<file path="src/rtl/bmmu_pkg.sv">
// shared types and constants of the barrett modular multiplier unit
`default_nettype none

package bmmu_pkg;

  localparam int WORD_W  = 64;
  localparam int HALF_W  = WORD_W / 2;
  localparam int Q_W     = 62;
  localparam int SHIFT_W = 6;
  localparam int RANGE_W = 2;
  localparam int IDX_W   = 2;

  // configuration register indexes
  localparam logic [IDX_W-1:0] REG_MODULUS        = 2'd0;
  localparam logic [IDX_W-1:0] REG_BARRETT_FACTOR = 2'd1;
  localparam logic [IDX_W-1:0] REG_PRODUCT_SHIFT  = 2'd2;
  localparam logic [IDX_W-1:0] REG_INPUT_RANGE    = 2'd3;

  // operand range codes
  localparam logic [RANGE_W-1:0] RANGE_BELOW_Q  = 2'd0;
  localparam logic [RANGE_W-1:0] RANGE_BELOW_2Q = 2'd1;

  // configuration as seen by the datapath
  typedef struct packed {
    logic [Q_W-1:0]     modulus;
    logic [WORD_W-1:0]  barrett_factor;
    logic [SHIFT_W-1:0] product_shift;
    logic [RANGE_W-1:0] input_range;
  } cfg_t;

  // data that rides along with a multiply
  typedef struct packed {
    logic [WORD_W-1:0] plo;
    logic              last;
  } side_t;

endpackage

`default_nettype wire

</file>
<file path="src/rtl/bmmu_reduce.sv">
// operand pre-reduction: conditional subtraction of 2q, then of q
`default_nettype none

module bmmu_reduce import bmmu_pkg::*; (
  input  wire logic              clk,
  input  wire logic              rst_n,
  input  wire cfg_t              cfg,
  input  wire logic              i_valid,
  output logic                   o_ready,
  input  wire logic [WORD_W-1:0] i_a,
  input  wire logic [WORD_W-1:0] i_b,
  input  wire logic              i_last,
  output logic                   o_valid,
  input  wire logic              i_ready,
  output logic [WORD_W-1:0]      o_a,
  output logic [WORD_W-1:0]      o_b,
  output logic                   o_last
);

  logic [WORD_W-1:0] q_w;
  logic [WORD_W-1:0] q2_w;
  logic              big_range;
  logic              any_range;

  logic              v1_r, v2_r;
  logic              en1, en2;
  logic [WORD_W-1:0] a1_r, b1_r, a1_nxt, b1_nxt;
  logic [WORD_W-1:0] a2_r, b2_r, a2_nxt, b2_nxt;
  logic              last1_r, last2_r;

  assign q_w       = {{(WORD_W-Q_W){1'b0}}, cfg.modulus};
  assign q2_w      = {{(WORD_W-Q_W-1){1'b0}}, cfg.modulus, 1'b0};
  assign big_range = (cfg.input_range != RANGE_BELOW_Q) &&
                     (cfg.input_range != RANGE_BELOW_2Q);
  assign any_range = (cfg.input_range != RANGE_BELOW_Q);

  // stage enables, a stage loads when empty or when its content moves on
  assign en2     = !v2_r || i_ready;
  assign en1     = !v1_r || en2;
  assign o_ready = en1;

  // first step: subtract 2q for range codes two and three
  always_comb begin
    a1_nxt = (big_range && (i_a >= q2_w)) ? i_a - q2_w : i_a;
    b1_nxt = (big_range && (i_b >= q2_w)) ? i_b - q2_w : i_b;
  end

  // second step: subtract q for any range but the plain one
  always_comb begin
    a2_nxt = (any_range && (a1_r >= q_w)) ? a1_r - q_w : a1_r;
    b2_nxt = (any_range && (b1_r >= q_w)) ? b1_r - q_w : b1_r;
  end

  always_ff @(posedge clk) begin
    if (!rst_n) begin
      v1_r <= 1'b0;
      v2_r <= 1'b0;
    end else begin
      if (en1) v1_r <= i_valid;
      if (en2) v2_r <= v1_r;
    end
  end

  always_ff @(posedge clk) begin
    if (en1) begin
      a1_r    <= a1_nxt;
      b1_r    <= b1_nxt;
      last1_r <= i_last;
    end
    if (en2) begin
      a2_r    <= a2_nxt;
      b2_r    <= b2_nxt;
      last2_r <= last1_r;
    end
  end

  assign o_valid = v2_r;
  assign o_a     = a2_r;
  assign o_b     = b2_r;
  assign o_last  = last2_r;

endmodule

`default_nettype wire

</file>
<file path="config.mk">
export PLATFORM = sky130hd
export DESIGN_NAME = bmmu_reduce
export DESIGN_NICKNAME = d
export VERILOG_FILES = /design/src/rtl/bmmu_pkg.sv /design/src/rtl/bmmu_reduce.sv
export SDC_FILE = /design/constraint.sdc
export NUM_CORES = 1
export LEC_CHECK = 0
export BUFFER_PORTS_ARGS = -buffer_cell sky130_fd_sc_hd__buf_2
export CAP_MARGIN = 40
export CORE_ASPECT_RATIO = 1.5
export CORE_UTILIZATION = 59
export DETAILED_ROUTE_END_ITERATION = 10
export HOLD_SLACK_MARGIN = 0.05
export PLACE_DENSITY_LB_ADDON = 0.08
export SYNTH_ARGS = -nofsm -noshare
export SYNTH_HDL_FRONTEND = slang
export SYNTH_SLANG_ARGS = --single-unit
</file>
<file path="constraint.sdc">
create_clock -name clk -period 4.8 [get_ports clk]
set_input_delay 0.24 -clock clk [delete_from_list [all_inputs] [get_ports clk]]
set_output_delay 0.24 -clock clk [all_outputs]
set_load 0.05 [all_outputs]
</file>
**Yosys cells after proc, flatten, opt, wreduce, memory -nomap -nowiden**

Cells that the tools add are included.

- Bits in registers: 260
- Input port bits: 267
- Logic and storage cells: 31

- Add/sub/neg operators: 4
- $lt $le $gt $ge: 4
- Equal/unequal tests: 1
- Muxes and demuxes: 4
- Reduce and logical (&&, ||, !) cells: 10

Operator list:

| operator | count |
|---|---|
| $mux W64 | 4 |
| $ge A64 B62 Y1 | 2 |
| $ge A64 B63 Y1 | 2 |
| $sub A64 B62 Y64 | 2 |
| $sub A64 B63 Y64 | 2 |
| $logic_and A1 B1 Y1 | 5 |
| $logic_not A1 Y1 | 2 |
| $logic_or A1 B1 Y1 | 2 |
| $ne A2 B1 Y1 const B | 1 |
| $reduce_bool A2 Y1 | 1 |

**Depth between registers and ports, before layout**

Gate-level depths: netlist (run 1).

- Word-level depth: 4
- Depth in mapped cells: 16

**Least setup slack after synthesis (run 1)**

Ideal clock, no wire load.

- Kind: register -> register
- Start point: register v2_r (netlist: o_valid)
- End point: register a1_r[0] (enable)
- Library setup time: 1226 ps
- Data arrival time: 3294 ps
- Data required time: 3574 ps
- Slack: 280 ps
- Stages on the path, launching flop included: 3
- Clock period less this slack: 4520 ps
- Path through: dfxtp_1 > nor2b_1 > nand2_1

- Longest elaborated chain between the ends: 3

Ends and longest elaborated chain:

| what | line | source |
|---|---|---|
| start: declaration | bmmu_reduce.sv:25 | `logic v1_r, v2_r;` |
| start signal: assignment | bmmu_reduce.sv:60 | `if (en2) v2_r <= v1_r;` |
| $logic_not A1 Y1 | bmmu_reduce.sv:38 | `assign en2 = !v2_r \|\| i_ready;` |
| $logic_or A1 B1 Y1 | bmmu_reduce.sv:38 |  |
| $logic_or A1 B1 Y1 | bmmu_reduce.sv:39 | `assign en1 = !v1_r \|\| en2;` |
| via o_ready | bmmu_reduce.sv:9 | `output logic o_ready,` |
| end signal: assignment | bmmu_reduce.sv:66 | `a1_r <= a1_nxt;` |
| end: declaration | bmmu_reduce.sv:27 | `logic [WORD_W-1:0] a1_r, b1_r, a1_nxt, b1_nxt;` |

The timed path passes the listed nets, and every way through them passes these cells.
A chain may end at the register's enable or synchronous reset.

**Worst setup path after layout (run 1)**

- Start point: register a1_r[0]
- End point: register a2_r[58] (netlist: o_a[58]), data pin

- Longest elaborated chain between the ends: 3
- Elaborated cells between the ends (all ways): 4
- Classes of those cells: add/sub (1); order compare (1); mux (1); reduce/logical (1)

Ends and longest elaborated chain:

| what | line | source |
|---|---|---|
| $ge A64 B62 Y1 | bmmu_reduce.sv:50 | `a2_nxt = (any_range && (a1_r >= q_w)) ? a1_r - q_w : a1_r;` |
| $logic_and A1 B1 Y1 | bmmu_reduce.sv:50 |  |
| $mux W64 (*) | bmmu_reduce.sv:50 |  |
| via a2_nxt[58] | bmmu_reduce.sv:28 | `logic [WORD_W-1:0] a2_r, b2_r, a2_nxt, b2_nxt;` |
| end signal: assignment | bmmu_reduce.sv:71 | `a2_r <= a2_nxt;` |
| end: declaration | bmmu_reduce.sv:28 |  |

Mark *: on every way through the listed nets, which the timed path passes. The rest lies on a longest branch.

==> run summary, run 1 <==
status = finished, final reports clean
Remaining DRCs = 0
dpl ws = 0.694 ns
Post-DP HPWL = 73.3 mm
EDFF count, synth = 258
num rows = 93
Clk Latency, worst-skew pair = 0.60 ns
synthesized area per cell = 8.32 sq um
Die H = 258 microns
Post-Route WL = 94.0 mm
Worst Path Arrival = 4.53 ns
Tot GR Track Use = 40.6%
post-synthesis sequential area ratio = 30.2%
kind of critical path = flop to flop
Slew @ Worst Pin = 0.862 ns
CTS Buffer Depth = 3
Sw Ratio = 45.5%
Unique masters post-synth = 102
Post-CTS Setup Repair Bufs = 0
Routed Antenna Nets = 0
Die Area = 0.0446 sq mm
Total Neg Setup Slack = 0 ns
Max FO, Critical Path = 3
mapped cell area = 0.0258 sq mm
CTS tree = built
number of I/O port buffers = 327
cells along the critical path = inv_1 > ha_1 > fa_1 > nand2b_1 > a211o_1 > a211o_1 > a32oi_1 > o21ai_0 > a2111oi_2 > o21ai_0 > a21oi_1 > mux2_2 > nor2_1
Tightest Hold Check Type = input port to flop
worst path required time = 5.24 ns
ys async rst share = 0%
RSZ-0062 raised after global routing = no
startpoint types = flop
flops & latches, synth = 260
Final Hold Fails = 0
CP max stage delay = 0.60 ns
P_sw = 5.44 mW
Resized Gates After CTS = 0
final setup margin = 0.710 ns
detailed router's first-iteration violation count = 2487
Logic pwr share = 50.2%
TritonCTS Buffers = 30
Clk network pwr share = 20.8%
vias = 26500
die width = 173 microns
grt total ovfl = 0
Max Slew Vio Count = 0
Synth Net Count = 3624
number of global-route vias before repair = 25900
Slew HR = 42.5%
initial antenna violation count = 13
share of cells above drive strength 1 = 13.7%
Yosys warning count = 0
htree depth = 1
CP max-delay cell = a2111oi_2
Clock Skews = 0.0276 ns
routed vias/inst = 6.52
Synth Instances = 3105
Fmax = 0.244 GHz
period utilization = 85.2%
Worst-path clk slew = 0.06 ns
Flop pwr share = 29.0%
I/O Pins = 398
final net count = 3987
Pleak = 13.1 nW
Root Buffer = clkbuf_16
gp weighted congestion = 1.04
PD cells = 398 mW/mm^2
WL/cell = 23.1 microns
Max-cap violations = 0
CP Capture Type = flop
drt first pass iters = 7
initial core utilization = 60.0%
global-route wire length before repair = 141 mm
clock sinks = 260
worst vdd ir = 0.495 mV
fin crit period = 4.09 ns
ys flop type = edfxtp_1
CORE AREA = 0.0431 sq mm
# setup viols final = 0
pin count of the biggest net entering global routing = 104
area grow syn2layout = 16.3%
P_int = 6.53 mW
-- cell families (layout without fill, tap and decap cells) --
family                   after synthesis  count (layout)  synth area share [%]
AO/OA/AOI/OAI                       1132            1132                  28.2
XOR/XNOR                             213             213                  7.22
adder cells (fa/ha/maj)              252             252                  12.3
buffers and inverters                262             649                  4.31
flip-flops                           260             260                  30.2
multiplexers                          12              12                 0.499
other                                  0               9                     0
AND/OR/NAND/NOR                      974             974                  17.3
-- synth_stat cells, drive strengths merged (9+ instances only) --
| cell | instances | area (sq um) |
|---|---|---|
| nand2 | 438 | 1640 |
| o21ai | 334 | 1710 |
| a21oi | 320 | 1640 |
| edfxtp | 258 | 7750 |
| ha | 248 | 3100 |
| nor2 | 200 | 753 |
| a21o | 136 | 1020 |
| inv | 127 | 477 |
| xnor2 | 122 | 1070 |
| xor2 | 91 | 797 |
| clkbuf | 83 | 322 |
| nand4 | 67 | 419 |
| nor3 | 57 | 295 |
| buf | 52 | 315 |
| o21bai | 51 | 394 |
| nand3 | 46 | 230 |
| o21a | 46 | 345 |
| o31ai | 34 | 265 |
| a211oi | 30 | 253 |
| nor2b | 29 | 181 |
| a31oi | 27 | 181 |
| nand2b | 25 | 156 |
| o211ai | 21 | 158 |
| and2 | 20 | 125 |
| and3 | 19 | 119 |
| a21boi | 16 | 120 |
| a2111oi | 15 | 181 |
| or2 | 14 | 87.6 |
| or3 | 14 | 87.6 |
| a211o | 11 | 97.6 |
| a41oi | 9 | 86.3 |
| nor4 | 9 | 62.6 |
-- final timing paths --
kind | slack (ns) | to | start | cells past startpoint
setup / recovery | 0.71 | o_a[58] | a1_r[0] | 13
hold / removal | 0.06 | a1_r[59] | i_a[59] | 3
setup reg to reg | 0.71 | o_a[58] | a1_r[0] | 13
hold reg to reg | 0.45 | o_last | last1_r | 0
-- sequential cells by signal, indices dropped and copies added (netlist names) --
register  count
o_b          64
v1_r          1
last1_r       1
o_valid       1
b1_r         64
o_last        1
o_a          64
a1_r         64
-- final cells by class --
type	count	area (sq um)
antenna	9	22.5
tap	570	713
fill	3437	13000
multi-input combinational	2583	17000
inverter	127	479
clock buffer	35	791
timing repair buffer	466	3040
clock inverter	21	250
sequential	260	7790
-- through the flow --
step / utilization (%) / std cells / hold slack (ns) / cell area [sq um] / total power, mW
floorplan: - / 3105 / 0.339 / 25800 / 7.83
global route: 69.7 / 4064 / 0.0579 / 30000 / 12.5
CTS: 69.7 / 4062 / 0.0513 / 30000 / 11.9
finish: 69.8 / 4071 / 0.0573 / 30000 / 12.0
detailed placement: 64.6 / 3891 / 0.429 / 27800 / 9.28
global placement: 64.6 / 3891 / 0.405 / 27800 / 9.18
-- layer usage --
layer | wire [microns] | global-route usage (%) | share of wire [%]
met4 | 9670 | 36.8 | 10
met2 | 45100 | 70.8 | 48
met5 | 75 | 0 | 0.080
met3 | 7400 | 6.29 | 7.9
met1 | 31700 | 42.3 | 34
-- cell usage in the layout (no fill, tap or decap), types with 115 or more instances in the layout --
cell           count
o21ai_0          309
ha_1             248
nand2_1          436
xnor2_1          122
dlygate4sd3_1    115
buf_2            327
inv_1            126
a21o_1           136
a21oi_1          309
edfxtp_1         258
nor2_1           198
-- worst max-delay path, delay by kind of cell (launching register included) --
kind,cells,cell delay [ns]
buf+inv,1,0.05
simple gates,2,0.33
fa+ha+maj,2,0.61
flops,1,0.32
compound gates,7,2.27
mux,1,0.35
-- power groups by stage --
stage | logic [mW] | clock network [mW] | registers, mW
floorplan | 2.94 | 0 | 4.89
global placement | 5.69 | 0 | 3.49
detailed placement | 5.78 | 0 | 3.50
CTS | 5.90 | 2.50 | 3.46
global route | 6.38 | 2.57 | 3.52
finish | 6.00 | 2.49 | 3.47
-- repair_timing --
action | in CTS | in global routing
hold buffers | 115 | 0
hold endpoints to repair | 115 | 0
endpoints found under the setup margin | 0 | 0
Power figures use the tool's default switching activity.
==> run 2: changes to the inputs <==
--- a/config.mk
+++ b/config.mk
@@ -12,6 +12,7 @@
 export DETAILED_ROUTE_END_ITERATION = 10
 export HOLD_SLACK_MARGIN = 0.05
 export PLACE_DENSITY_LB_ADDON = 0.08
+export RECOVER_POWER = 100
 export SYNTH_ARGS = -nofsm -noshare
 export SYNTH_HDL_FRONTEND = slang
 export SYNTH_SLANG_ARGS = --single-unit
==> run 2 against run 1 <==
Compared with the run above:
- the run now ends with max-capacitance violations, max-slew violations left
- setup slack worse by 0.25 ns
- final area is 1.0% lower
- routed wire length hardly changed
- global-route usage stayed put
- clock power hardly changed
- sequential share of layout area is 0.26 points higher
- clock skew hardly changed
- largest cell class unchanged
==> run summary, run 2 (synthesis results as in run 1) <==
Tightest Hold Check Type = input port to flop
Clock Skews = 0.0278 ns
Setup crit start = i_b[11]
number of global-route vias before repair = 25900
period utilization = 90.4%
failing checks = max-capacitance violations, max-slew violations
grt total ovfl = 0
pin count of the biggest net entering global routing = 104
reg2reg start = b1_r[1]
hold_sp = i_ready
Die Area = 0.0446 sq mm
status = finished, violations left
htree depth = 1
cells along the critical path = dlygate4sd3_1 > clkbuf_1 > ha_1 > and4_1 > and3_1 > o211ai_1 > a311o_1 > o21bai_1 > o221ai_2 > a211oi_1 > or2_0 > buf_4 > nor2_1 > a21oi_1
commonest cells after routing, fill and taps aside = 438 x nand2_1, 318 x o21ai_0, 311 x a21oi_1
num rows = 93
Total Neg Setup Slack = 0 ns
detailed router's first-iteration violation count = 2442
CORE AREA = 0.0431 sq mm
TritonCTS Buffers = 30
WL/cell = 23.1 microns
final net count = 3987
CP max stage delay = 0.54 ns
clock sinks = 260
Post-DP HPWL = 73.3 mm
Die H = 258 microns
Placed Cells incl. Taps = 3891
worst vdd ir = 0.489 mV
Clk Latency, worst-skew pair = 0.60 ns
most common cell after layout, fill and taps aside = nand2_1
Resized Gates After CTS = 0
number of I/O port buffers = 327
PD cells = 398 mW/mm^2
Fmax = 0.230 GHz
Post-Route WL = 93.9 mm
Finished Layout Cells = 4069
routed vias/inst = 6.52
worst path required time = 5.20 ns
fin crit period = 4.34 ns
Max Slew Vio Count = 123
kind of critical path = input port to flop
gp weighted congestion = 1.04
die width = 173 microns
Root Buffer = clkbuf_16
Worst path top cell family by delay = compound AO/OA/AOI/OAI gates
# setup viols final = 0
Worst Path Arrival = 4.74 ns
Max FO, Critical Path = 20
Remaining DRCs = 0
Tot GR Track Use = 40.6%
initial core utilization = 60.0%
Worst-path clk slew = 0.06 ns
Pleak = 12.7 nW
Final Hold Fails = 0
CTS Buffer Depth = 3
Slew @ Worst Pin = 2.84 ns
Routed Antenna Nets = 0
CP max-delay cell = dlygate4sd3_1
vias = 26500
global-route wire length before repair = 141 mm
RSZ-0062 raised after global routing = no
I/O Pins = 398
CP Capture Type = flop
share of cells above drive strength 1 = 9.34%
startpoint types = input port
Slew HR = -90.5%
Max-cap violations = 2
number of buffers and inverters on the critical path = 3
CTS tree = built
initial antenna violation count = 13
drt first pass iters = 6
area grow syn2layout = 15.2%
run 2: cell types whose count changed in the layout (fill, tap and decap cells not counted), sizes merged:
cell      change
buf         -143
clkbuf      +143
clkinvlp      +1
diode         -2
inv           -1
run 2: repair_timing:
action | 4_1_cts | 5_1_grt
buffers inserted | 0 | 0
hold buffers | 115 | 0
hold endpoints to repair | 115 | 0
run 2: worst paths after layout:
path,end,slack (ns),cells after the start
worst max-delay path,b1_r[13],0.46,14
worst min-delay path,o_valid,0.03,3
worst max register to register,o_b[57],0.47,11
worst min register to register,o_last,0.45,0
run 2: metal layers:
layer / track usage, % / vias to the layer above / share of wire [%]
li1: - / 12300 / -
met1: 42.3 / 12100 / 34
met2: 70.8 / 1627 / 48
met3: 6.29 / 480 / 8.0
met4: 36.8 / 12 / 10
met5: 0 / - / 0.079
run 2: tightest hold or removal path, cell delays in order:
cell	delay, ns
buf_2	0.08
nor2b_1	0.08
o21a_1	0.17
run 2: where the power goes:
group	internal (mW)	switching [mW]	total [mW]
Sequential	3.22	0.260	3.48
Clock	1.45	1.04	2.49
Combinational	1.72	4.14	5.86
run 2: cell type report:
cell class              count  area, sq um
repair buffers            466         2840
well taps                 570          713
inverters                 127          478
clock buffers              35          791
fillers                  3542        13300
clock inverters            21          250
diodes                      7         17.5
multi-input cells        2583        16900
flip-flops and latches    260         7790
run 2: through the flow:
| stage | instance area, sq um | util, % | power, mW | setup WS (ns) | hold slack [ns] |
|---|---|---|---|---|---|
| 3_3_place_gp | 27800 | 64.6 | 9.18 | 0.789 | 0.405 |
| 6_report | 29700 | 69.1 | 11.8 | 0.459 | 0.0276 |
| 2_1_floorplan | 25800 | - | 7.83 | 0.280 | 0.339 |
| 4_1_cts | 30000 | 69.7 | 11.9 | 0.785 | 0.0513 |
| 3_5_place_dp | 27800 | 64.6 | 9.28 | 0.694 | 0.429 |
| 5_1_grt | 29700 | 69.0 | 12.3 | 0.310 | 0.0359 |
